===== src/rtl/orr_pkg.sv =====
`timescale 1ns / 1ps
// Shared types and constants for the ordered route table lookup.
// No dependencies; imported by every module of the block.
package orr_pkg;

   localparam int TABLE_ENTRIES_DEF = 16;
   localparam int IFACE_COUNT       = 16;

   localparam int ADDR_W  = 32;
   localparam int IFACE_W = 4;
   localparam int STAT_W  = 3;

   typedef enum logic [1:0] {
      CMD_ADD    = 2'd0,
      CMD_DEL    = 2'd1,
      CMD_LOOKUP = 2'd2,
      CMD_RSVD   = 2'd3
   } cmd_type;

   typedef enum logic [STAT_W-1:0] {
      STAT_OK        = 3'd0,
      STAT_EXISTS    = 3'd1,
      STAT_NOT_FOUND = 3'd2,
      STAT_FULL      = 3'd3,
      STAT_NO_ROUTE  = 3'd4
   } stat_type;

   typedef enum logic {
      ST_IDLE = 1'b0,
      ST_EXEC = 1'b1
   } state_type;

   // one stored route
   typedef struct packed {
      logic [ADDR_W-1:0]  dest;
      logic [ADDR_W-1:0]  mask;
      logic [ADDR_W-1:0]  gateway;
      logic               host;
      logic               via;
      logic               up;
      logic [IFACE_W-1:0] iface;
   } entry_type;

   // captured request
   typedef struct packed {
      cmd_type    cmd;
      entry_type  ent;
   } req_type;

   // table update strobes from the controller to every cell
   typedef struct packed {
      logic add_commit;
      logic del_commit;
   } ctl_type;

   // per-cell lookup answer
   typedef struct packed {
      logic               hit;
      logic [ADDR_W-1:0]  hop;
      logic [IFACE_W-1:0] iface;
   } ans_type;

endpackage


===== src/rtl/orr_cell.sv =====
`timescale 1ns / 1ps
// One table slot: stored route, valid bit, compares and neighbor shift.
// Depends on orr_pkg.
module orr_cell (
   input  logic                clock,
   input  logic                reset,
   input  orr_pkg::req_type    req,
   input  orr_pkg::ctl_type    ctl,
   input  logic                prev_valid,
   input  logic                prefix_in,
   input  logic                next_valid,
   input  orr_pkg::entry_type  next_entry,
   output logic                valid,
   output orr_pkg::entry_type  entry,
   output logic                dest_eq,
   output logic                prefix_out,
   output orr_pkg::ans_type    ans
);
   import orr_pkg::*;

   logic      valid_ff, valid_in;
   entry_type entry_ff, entry_in;
   logic      shift, fill, net_eq, def_rt;

   assign dest_eq    = valid_ff && (req.ent.dest == entry_ff.dest);
   assign prefix_out = prefix_in || dest_eq;

   // delete: this slot and all later ones pull from the right neighbor
   assign shift = ctl.del_commit && valid_ff && prefix_out;
   // add: first empty slot takes the new route
   assign fill  = ctl.add_commit && !valid_ff && prev_valid;

   always_comb begin
      valid_in = valid_ff;
      entry_in = entry_ff;
      if (shift) begin
         valid_in = next_valid;
         entry_in = next_entry;
      end else if (fill) begin
         valid_in = 1'b1;
         entry_in = req.ent;
      end
   end

   always_ff @(posedge clock) begin
      if (reset) begin
         valid_ff <= 1'b0;
      end else begin
         valid_ff <= valid_in;
      end
   end

   always_ff @(posedge clock) begin
      entry_ff <= entry_in;
   end

   assign net_eq = (req.ent.dest & entry_ff.mask) == entry_ff.dest;
   assign def_rt = entry_ff.dest == '0;

   always_comb begin
      ans.iface = entry_ff.iface;
      ans.hop   = entry_ff.gateway;
      ans.hit   = 1'b0;
      if (entry_ff.host) begin
         ans.hit = valid_ff && (req.ent.dest == entry_ff.dest);
      end else if (net_eq) begin
         ans.hit = valid_ff;
         ans.hop = req.ent.dest;
      end else begin
         ans.hit = valid_ff && def_rt;
      end
   end

   assign valid = valid_ff;
   assign entry = entry_ff;

endmodule


===== src/rtl/orr_pick.sv =====
`timescale 1ns / 1ps
// First-match select over the per-cell lookup answers, lowest slot wins.
// Depends on orr_pkg.
module orr_pick #(
   parameter int TABLE_ENTRIES = orr_pkg::TABLE_ENTRIES_DEF
) (
   input  orr_pkg::ans_type ans [TABLE_ENTRIES],
   output orr_pkg::ans_type pick
);
   import orr_pkg::*;

   always_comb begin
      pick = '0;
      for (int i = TABLE_ENTRIES - 1; i >= 0; i--) begin
         if (ans[i].hit) begin
            pick = ans[i];
         end
      end
   end

endmodule


===== src/rtl/ordered_route_table_lookup.sv =====
`timescale 1ns / 1ps
// Ordered IPv4 route table: add, delete with compaction, first-match lookup.
// Depends on orr_pkg, orr_cell and orr_pick.
//
//   channel | direction | ports                                          | handshake
//   req     | in        | command, dest_addr, net_mask, gateway_addr,    | req_valid/req_ready
//           |           | host/up/via_gateway flags, iface_id            |
//   rsp     | out       | status, next_hop, out_iface                    | rsp_valid/rsp_ready
//
// The accept edge captures the request; then in the commit cycle every cell
// compares against it, the first-match pick resolves, the table updates and
// the result register loads. The row of cells does all compares side by
// side; a delete shifts the tail left by one slot at once.
// The next request is taken while a finished result still waits in rsp.
// A result that is not taken stalls the commit cycle, and with it the intake.
// Synchronous active-high reset empties the table (valid bits only).
module ordered_route_table_lookup #(
   parameter int TABLE_ENTRIES = orr_pkg::TABLE_ENTRIES_DEF
) (
   input  logic        clock,
   input  logic        reset,
   input  logic        req_valid,
   output logic        req_ready,
   input  logic [1:0]  req_command,
   input  logic [31:0] req_dest_addr,
   input  logic [31:0] req_net_mask,
   input  logic [31:0] req_gateway_addr,
   input  logic        req_host_flag,
   input  logic        req_up_flag,
   input  logic        req_via_gateway_flag,
   input  logic [3:0]  req_iface_id,
   output logic        rsp_valid,
   input  logic        rsp_ready,
   output logic [2:0]  rsp_status,
   output logic [31:0] rsp_next_hop,
   output logic [3:0]  rsp_out_iface
);
   import orr_pkg::*;

   state_type state_ff, state_in;
   req_type   req_ff;
   ctl_type   ctl;

   logic        rsp_valid_ff, rsp_valid_in;
   stat_type    status_ff, status_in;
   logic [31:0] hop_ff, hop_in;
   logic [3:0]  iface_ff, iface_in;

   logic out_free, commit, dup, full, iface_ok;

   logic [TABLE_ENTRIES-1:0] valid_vec;
   logic [TABLE_ENTRIES-1:0] eq_vec;
   logic [TABLE_ENTRIES:0]   prefix;
   entry_type                entry_arr [TABLE_ENTRIES];
   ans_type                  ans_arr   [TABLE_ENTRIES];
   ans_type                  pick;

   // output register frees up this cycle if empty or being drained
   assign out_free = !rsp_valid_ff || rsp_ready;
   assign commit   = (state_ff == ST_EXEC) && out_free;

   // ---------------- control FSM ----------------
   always_comb begin
      state_in = state_ff;
      unique case (state_ff)
         ST_IDLE: begin
            if (req_valid) begin
               state_in = ST_EXEC;
            end
         end
         ST_EXEC: begin
            if (out_free) begin
               state_in = ST_IDLE;
            end
         end
         default: state_in = ST_IDLE;
      endcase
   end

   always_comb begin
      req_ready = 1'b0;
      unique case (state_ff)
         ST_IDLE: req_ready = 1'b1;
         ST_EXEC: req_ready = 1'b0;
         default: req_ready = 1'b0;
      endcase
   end

   always_ff @(posedge clock) begin
      if (reset) begin
         state_ff <= ST_IDLE;
      end else begin
         state_ff <= state_in;
      end
   end

   // request capture (payload, no reset)
   always_ff @(posedge clock) begin
      if (req_valid && req_ready) begin
         req_ff.cmd           <= cmd_type'(req_command);
         req_ff.ent.dest      <= req_dest_addr;
         req_ff.ent.mask      <= req_net_mask;
         req_ff.ent.gateway   <= req_gateway_addr;
         req_ff.ent.host      <= req_host_flag;
         req_ff.ent.via       <= req_via_gateway_flag;
         req_ff.ent.up        <= req_up_flag;
         req_ff.ent.iface     <= req_iface_id;
      end
   end

   // ---------------- cell row ----------------
   assign prefix[0] = 1'b0;

   for (genvar i = 0; i < TABLE_ENTRIES; i++) begin : g_cell
      logic      prev_v, next_v;
      entry_type next_e;

      if (i == 0) begin : g_first
         assign prev_v = 1'b1;
      end else begin : g_mid
         assign prev_v = valid_vec[i-1];
      end

      if (i == TABLE_ENTRIES - 1) begin : g_last
         assign next_v = 1'b0;
         assign next_e = entry_arr[i];
      end else begin : g_inner
         assign next_v = valid_vec[i+1];
         assign next_e = entry_arr[i+1];
      end

      orr_cell u_cell (
         .clock      (clock),
         .reset      (reset),
         .req        (req_ff),
         .ctl        (ctl),
         .prev_valid (prev_v),
         .prefix_in  (prefix[i]),
         .next_valid (next_v),
         .next_entry (next_e),
         .valid      (valid_vec[i]),
         .entry      (entry_arr[i]),
         .dest_eq    (eq_vec[i]),
         .prefix_out (prefix[i+1]),
         .ans        (ans_arr[i])
      );
   end

   orr_pick #(
      .TABLE_ENTRIES (TABLE_ENTRIES)
   ) u_pick (
      .ans  (ans_arr),
      .pick (pick)
   );

   assign dup      = prefix[TABLE_ENTRIES];     // some valid slot holds this destination
   assign full     = valid_vec[TABLE_ENTRIES-1];
   assign iface_ok = 32'(pick.iface) < 32'(IFACE_COUNT);

   // duplicate check comes before the full check
   assign ctl.add_commit = commit && (req_ff.cmd == CMD_ADD) && !dup && !full;
   assign ctl.del_commit = commit && (req_ff.cmd == CMD_DEL) && dup;

   // ---------------- result ----------------
   always_comb begin
      status_in = STAT_OK;
      hop_in    = '0;
      iface_in  = '0;
      unique case (req_ff.cmd)
         CMD_ADD: begin
            if (dup) begin
               status_in = STAT_EXISTS;
            end else if (full) begin
               status_in = STAT_FULL;
            end
         end
         CMD_DEL: begin
            if (!dup) begin
               status_in = STAT_NOT_FOUND;
            end
         end
         CMD_LOOKUP: begin
            // a match on an interface beyond the installed ones counts as no route
            if (pick.hit && iface_ok) begin
               hop_in   = pick.hop;
               iface_in = pick.iface;
            end else begin
               status_in = STAT_NO_ROUTE;
            end
         end
         CMD_RSVD: begin
            status_in = STAT_OK;
         end
         default: status_in = STAT_OK;
      endcase
   end

   always_comb begin
      rsp_valid_in = rsp_valid_ff;
      if (commit) begin
         rsp_valid_in = 1'b1;
      end else if (rsp_ready) begin
         rsp_valid_in = 1'b0;
      end
   end

   always_ff @(posedge clock) begin
      if (reset) begin
         rsp_valid_ff <= 1'b0;
      end else begin
         rsp_valid_ff <= rsp_valid_in;
      end
   end

   always_ff @(posedge clock) begin
      if (commit) begin
         status_ff <= status_in;
         hop_ff    <= hop_in;
         iface_ff  <= iface_in;
      end
   end

   assign rsp_valid     = rsp_valid_ff;
   assign rsp_status    = status_ff;
   assign rsp_next_hop  = hop_ff;
   assign rsp_out_iface = iface_ff;

   // ---------------- assertions ----------------
   // valid slots always form a prefix of the row
   a_valid_prefix: assert property (@(posedge clock) disable iff (reset)
      ((valid_vec >> 1) & ~valid_vec) == '0)
      else $error("valid slots not contiguous");

   // destinations are unique, so at most one slot matches
   a_unique_dest: assert property (@(posedge clock) disable iff (reset)
      $onehot0(eq_vec))
      else $error("more than one slot holds the same destination");

   // an add grows the table by exactly one
   a_add_grows: assert property (@(posedge clock) disable iff (reset)
      ctl.add_commit |=> $countones(valid_vec) == $past($countones(valid_vec)) + 1)
      else $error("add did not append one route");

   // a delete shrinks the table by exactly one
   a_del_shrinks: assert property (@(posedge clock) disable iff (reset)
      ctl.del_commit |=> $countones(valid_vec) + 1 == $past($countones(valid_vec)))
      else $error("delete did not remove one route");

   // a result appears only after the execute cycle
   a_rsp_from_exec: assert property (@(posedge clock) disable iff (reset)
      $rose(rsp_valid_ff) |-> $past(state_ff == ST_EXEC))
      else $error("result without an executed request");

endmodule


===== config.mk =====
export PLATFORM = sky130hd
export DESIGN_NAME = ordered_route_table_lookup
export DESIGN_NICKNAME = d
export VERILOG_FILES = /design/src/rtl/orr_pkg.sv /design/src/rtl/orr_cell.sv /design/src/rtl/orr_pick.sv /design/src/rtl/ordered_route_table_lookup.sv
export SDC_FILE = /design/constraint.sdc
export NUM_CORES = 2
export LEC_CHECK = 0
export BUFFER_PORTS_ARGS = -buffer_cell sky130_fd_sc_hd__buf_2
export CORE_MARGIN = 2
export CORE_UTILIZATION = 35
export CTS_CLUSTER_SIZE = 20
export DETAILED_ROUTE_END_ITERATION = 8
export PLACE_DENSITY = 0.55
export SLEW_MARGIN = 10
export SYNTH_ARGS = -nofsm -noshare
export SYNTH_HDL_FRONTEND = slang
export SYNTH_SLANG_ARGS = --single-unit

===== constraint.sdc =====
create_clock -name clock -period 25.6 [get_ports clock]
set_input_delay 5.12 -clock clock [delete_from_list [all_inputs] [get_ports clock]]
set_output_delay 5.12 -clock clock [all_outputs]
set_load 0.02 [all_outputs]

Word level (Yosys, flattened, before mapping)
Cells that the tools add are included.

Bits of input ports: 109. Output and inout port bits: 41. Logic and storage cells: 515. Memory bits (writable): 0. ROM bits: 0. Bits in latches: 0. Register bits after elaboration: 1808. Memories kept: 0.

Mux-type cells: 151. Add/sub/neg operators: 0. $mul: 0. Reduce and logical (&&, ||, !) cells: 172. $lt $le $gt $ge: 0. Shift operators: 0. Bitwise logic cells: 18. Div/mod/pow operators: 0. Equality and inequality tests: 35.

Operators with widths (count): two-way mux 103 bit (30); equality test 32 bit (32); two-way mux 32 bit (32); two-way mux 37 bit (16); bitwise AND 32 bit (16); logical NOT 32 bit (16); logical AND 1 bit (102); two-way mux 1 bit (66); nonzero test 2 bit (16); logical NOT 1 bit (18); logical OR 1 bit (16); one-hot mux 3 bit (4 select lines) (1); two-way mux 2 bit (3); equality test 2 bit (second input constant) (2); one-hot mux 1 bit (2 select lines) (2); AND reduction 2 bit (2); two-way mux 3 bit (1); equality test 2 x 1 -> 1 bit (second input constant) (1); logical NOT 2 bit (1); inverter 1 bit (2); OR reduction 2 bit (1).

Depth between registers and ports, before layout
Depth after elaboration: 24. Gate-level depth with buffers: 19. Mapped depth without buffers: 12.

Hierarchy
From an unflattened synthesis, not the netlist that was laid out.

Cells, all modules: 7377. Area, all modules: 101431.0 um^2.

By module, submodules not included: orr_cell (cells an instance 407, area an instance 5771.8 um^2, times used 16, sequential area each 3113.0 um^2); ordered_route_table_lookup (cells an instance 205, area an instance 4789.6 um^2, times used 1, sequential area each 4364.2 um^2); orr_pick (cells an instance 660, area an instance 4292.9 um^2, times used 1, sequential area each 0.0 um^2).

Least setup slack after synthesis
OpenSTA, ideal clock, no wires.

Kind: input-to-reg. Start point: in rsp_ready. End point: reg g_cell[10].u_cell.entry_ff (netlist bit g_cell[10].u_cell.ans[0]), enable pin. Path buffers: 1. Library setup time: 0.710 ns. Slack: 11.091 ns. Cell stages on the path: 6. Data arrival time: 13.799 ns. Data required time: 24.890 ns. Cells stage by stage: nand2b_1 -> nand2_1 -> nor4_1 -> nand2_1 -> clkbuf_1 -> o31ai_1.

Cells in the longest elaborated chain, start to end: 8. Elaborated cells on any way between the ends: 12. Those cells by class: reduce/logical (12).

RTL lines: start, declared (RTL line ordered_route_table_lookup.sv:33) `input logic rsp_ready,`; logical OR 1 bit * (RTL line ordered_route_table_lookup.sv:59) `assign out_free = !rsp_valid_ff || rsp_ready;`; logical AND 1 bit * (RTL line ordered_route_table_lookup.sv:60) `assign commit = (state_ff == ST_EXEC) && out_free;`; logical AND 1 bit (3 in series) (RTL line ordered_route_table_lookup.sv:161) `assign ctl.add_commit = commit && (req_ff.cmd == CMD_ADD) && !dup && !full;`; logical AND 1 bit (2 in series) (RTL line orr_cell.sv:31) `assign fill = ctl.add_commit && !valid_ff && prev_valid;`; nonzero test 2 bit (no line) *; end signal, assigned (RTL line orr_cell.sv:54) `entry_ff <= entry_in;`; end, declared (RTL line orr_cell.sv:22) `entry_type entry_ff, entry_in;`.

Every way passes the cells marked *; elsewhere a longest branch is shown, timed or not. A chain may end at the register's enable or synchronous reset.

Worst setup path after layout
Start point: in rsp_ready. End point: reg g_cell[9].u_cell.entry_ff (netlist bit g_cell[9].u_cell.entry[44]), enable pin.

Cells in the longest elaborated chain, start to end: 8. Elaborated cells on any way between the ends: 12. Those cells by class: reduce/logical (12).

RTL lines (RTL line): logical OR 1 bit * (ordered_route_table_lookup.sv:59); logical AND 1 bit * (ordered_route_table_lookup.sv:60); logical AND 1 bit (3 in series) (ordered_route_table_lookup.sv:161); logical AND 1 bit (2 in series) (orr_cell.sv:31); nonzero test 2 bit (no line) *; end signal, assigned (orr_cell.sv:54); end, declared (orr_cell.sv:22).

Marked as above.

==> impl_results.md <==
* Status: complete, no violations
* Seq cells post-synth at about 1800
* Max Freq at about 110 MHz
* Via density at 6.08
* Initial Utilization at 0.352
* I/O Buffers at 147
* Clk root buf: clkbuf_16
* Gr usage total at 0.303
* Routed wire length at 443 mm
* Postcts setup bufs at 0
* Max Slew Vio Count at 0
* PnR Total Power at between 0.006 and 0.007 W
* Clock-pin transition on the worst setup and hold timing paths at 0.06 ns
* Max IR drop VDD at roughly 60 uV
* Post-synthesis xor/xnor area fraction at 0.0566
* Finished Core Util at 0.394
* Vias in the first global route at roughly 72000
* First-pass GRT wire length at between 600 and 700 mm
* DIE HEIGHT at roughly 530 um
* Mux cell area share after synthesis at 0.155
* Critical Path Start Type: input pin
* Compound-Gate Fraction of Synth Area at 0.0856
* Post-route insts no fill at around 12000
* Worst-path fanout max at 65
* Final net count at about 8400
* Clk sinks at ~1800
* Routed WL per cell at approximately 36 um
* WS Path Type: in -> reg
* Multi-input gate area at between 40000 and 50000 um2
* Worst clock skew at roughly 0.08 ns
* Core footprint at 276000 um2
* HP Class: reg -> reg
* Post-synthesis sequential area ratio at 0.546
* IO Count at 150
* Mapped Cells at roughly 8400
* Leakage at 40.0 nW
* Die area at around 280000 um2
* Period utilization at 0.348
* Final hold violations at 0
* Storage cell area at 53200 um2
* Share of layout cells above drive strength 1 at 0.219
* Gpl congestion at between 0.9 and 1
* Count of cell types in the netlist at between 80 and 90
* Simple-gate share of the synthesized area at 0.117
* Detail Route Antenna Nets at 0
* Ys flop type: edfxtp_1
* Post-DP HPWL at 296 mm
* Clk_lat worst skew at about 0.93 ns
* Area Overhead vs Synth at 12.0%
* Slew HR at 0.156
* Die width at 531 um
* Standard-cell rows at 193
* Fin crit period at between 8 and 9 ns
* Flop2flop setup slack at 17.36 ns
* First-pass DRT Iterations at 6
* Synthesized area per cell at 11.6 um2
* Initial antenna violation count at 30
* H-tree levels at 4
* Post-synth EDFFs at between 1500 and 2000
* Final setup violating endpoints at 0
* Post_cts resized at 0
* DP Cell Count at roughly 12000
* Total grt overflow at 0
* Tightest Pin Transition at between 1 and 1.5 ns
* Crit path DAT at approximately 9.4 ns
* CTS tree: built
* Post-Synth Adder-Cell Area at 0
* Max Cap Violations at 0
* DRT iter0 DRCs at 10200
* CTS Hold Bufs at 0
* Fill count at 26600
* Vias after detailed routing at roughly 74000
* RSZ-0062 raised after global routing: no
* Synthesis Warnings at 0
* TritonCTS Buffers at 210
* Largest net degree at the start of global routing at 88
* Largest family of logic cells by synthesized area: multiplexers
* Cell Pwr Density at around 62 nW/um2
* CTS Buffer Depth at 4
* WP data required at about 26 ns
* Critical Path Sink Type: flip-flop
* Syn_nets at between 8000 and 9000
* Syn Std Cell Area at 97400 um2
* TNS Setup at 0 ns
* Final hold slack at 0.509 ns
* Drt drc at 0
* Post-synthesis async set-or-reset flop share at 0
[logic make-up (layout without fill, tap and decap cells)]
logic type / count (synthesis) / count (layout)
XOR/XNOR: 629 / 629
AO/OA/AOI/OAI: 1230 / 1230
AND/OR/NAND/NOR: 2473 / 2473
multiplexers: 1373 / 1373
flip-flops: 1776 / 1776
buffers and inverters: 935 / 1028
other: 0 / 13
[synthesized netlist by cell type (10+ instances only)]
cell type / number / area (um2)
edfxtp_1: 1758 / 52800
nand2_1: 1463 / 5490
mux2_2: 1074 / 12100
xor2_1: 479 / 4200
clkbuf_1: 434 / 1630
o21ai_0: 310 / 1550
mux2i_1: 297 / 2970
inv_1: 265 / 995
a21oi_1: 242 / 1210
nor4_1: 238 / 1490
nor2_1: 191 / 717
buf_2: 166 / 831
xnor2_1: 150 / 1310
nand4_1: 115 / 719
nor2b_1: 103 / 644
a22oi_1: 95 / 713
nand3_1: 93 / 465
o22ai_1: 85 / 532
a221oi_1: 76 / 666
nor3_1: 65 / 325
a221o_1: 55 / 551
nand2b_1: 51 / 319
a211oi_1: 48 / 360
a2111oi_0: 42 / 368
o221ai_1: 39 / 342
and3_1: 37 / 231
o221a_2: 33 / 372
o2111ai_1: 32 / 280
buf_4: 30 / 225
buf_1: 20 / 75.1
a31oi_1: 18 / 113
dfxtp_1: 18 / 360
or4_1: 18 / 135
a21o_1: 17 / 128
o21ai_1: 17 / 85.1
or2_2: 17 / 106
o211ai_1: 16 / 120
o31ai_1: 16 / 120
a22o_1: 12 / 105
nand3b_1: 11 / 82.6
and3b_1: 10 / 87.6
and4_1: 10 / 87.6
or3_1: 10 / 62.6
[flip-flops by register name (all words and copies together) (netlist names)]
signal,count
g_cell.u_cell.ans,64
g_cell.u_cell.entry,1552
g_cell.u_cell.valid,16
req_ff,103
rsp_next_hop,32
rsp_out_iface,4
rsp_status,3
rsp_valid,1
state_ff,1
[stage by stage]
step | cell area (um2) | worst slack, ns
floorplan | 97400 | 11.09
detailed placement | 102000 | 15.99
CTS | 109000 | 16.91
global route | 109000 | 16.68
finish | 109000 | 16.70
global placement | 102000 | 16.03
[where the power goes]
part / internal [W] / leakage, nW / total [W] / switching [W]
Combinational: 0.000143 / 20.6 / 0.000450 / 0.000307
Clock: 0.00178 / 3.34 / 0.00309 / 0.00131
Sequential: 0.00322 / 16.0 / 0.00325 / 0.0000303
[final cells by class]
| class | instances | area share |
|---|---|---|
| clock inverters | 129 | 0.0122 |
| inverters | 276 | 0.00950 |
| repair buffers | 369 | 0.0231 |
| diodes | 13 | 0.000298 |
| multi-input cells | 5705 | 0.374 |
| clock buffers | 254 | 0.0507 |
| flip-flops and latches | 1776 | 0.487 |
| well taps | 3705 | 0.0425 |
[routing by layer]
| layer | GRT usage | up-vias | part of all wire |
|---|---|---|---|
| li1 | - | 31000 | - |
| met1 | 0.390 | 38200 | 0.39 |
| met2 | 0.494 | 4254 | 0.47 |
| met3 | 0.0448 | 995 | 0.081 |
| met4 | 0.155 | 12 | 0.057 |
| met5 | 0 | - | 0.00018 |
[path summary, 6_finish.rpt]
kind	depth (start not counted)	from	to
setup reg to reg	17	req_ff[95]	g_cell[9].u_cell.entry[44]
hold / removal	2	rsp_valid	rsp_valid
hold reg to reg	2	rsp_valid	rsp_valid
setup / recovery	10	rsp_ready	g_cell[9].u_cell.entry[44]
[layout by cell type, fill, tap and decap left out, types with 18 or more instances in the layout]
| cell | Yosys | final |
|---|---|---|
| a2111oi_0 | 42 | 40 |
| a211oi_1 | 48 | 48 |
| a21oi_1 | 242 | 237 |
| a221o_1 | 55 | 55 |
| a221oi_1 | 76 | 76 |
| a22oi_1 | 95 | 95 |
| a31oi_1 | 18 | 18 |
| and3_1 | 37 | 35 |
| buf_2 | 166 | 147 |
| buf_4 | 30 | 213 |
| bufinv_16 | 0 | 25 |
| clkbuf_1 | 434 | 39 |
| clkbuf_16 | 0 | 215 |
| clkinv_1 | 9 | 56 |
| clkinv_2 | 0 | 36 |
| dfxtp_1 | 18 | 18 |
| edfxtp_1 | 1758 | 1758 |
| inv_1 | 265 | 264 |
| mux2_2 | 1074 | 1074 |
| mux2i_1 | 297 | 297 |
| nand2_1 | 1463 | 1460 |
| nand2b_1 | 51 | 51 |
| nand3_1 | 93 | 83 |
| nand4_1 | 115 | 115 |
| nor2_1 | 191 | 187 |
| nor2b_1 | 103 | 101 |
| nor3_1 | 65 | 65 |
| nor4_1 | 238 | 237 |
| o2111ai_1 | 32 | 32 |
| o21ai_0 | 310 | 309 |
| o221a_2 | 33 | 33 |
| o221ai_1 | 39 | 39 |
| o22ai_1 | 85 | 84 |
| or4_1 | 18 | 18 |
| xnor2_1 | 150 | 150 |
| xor2_1 | 479 | 479 |
[worst max-delay path: stages]
cell and delay [ns]:
buf_2 0.07, nand2b_1 0.11, nand2_1 0.14, nor3b_2 0.19, buf_4 0.39, nor2b_1 0.86
nand2_4 0.71, o31ai_4 0.20, buf_4 0.67, buf_4 0.81
Power figures use the tool's default switching activity.
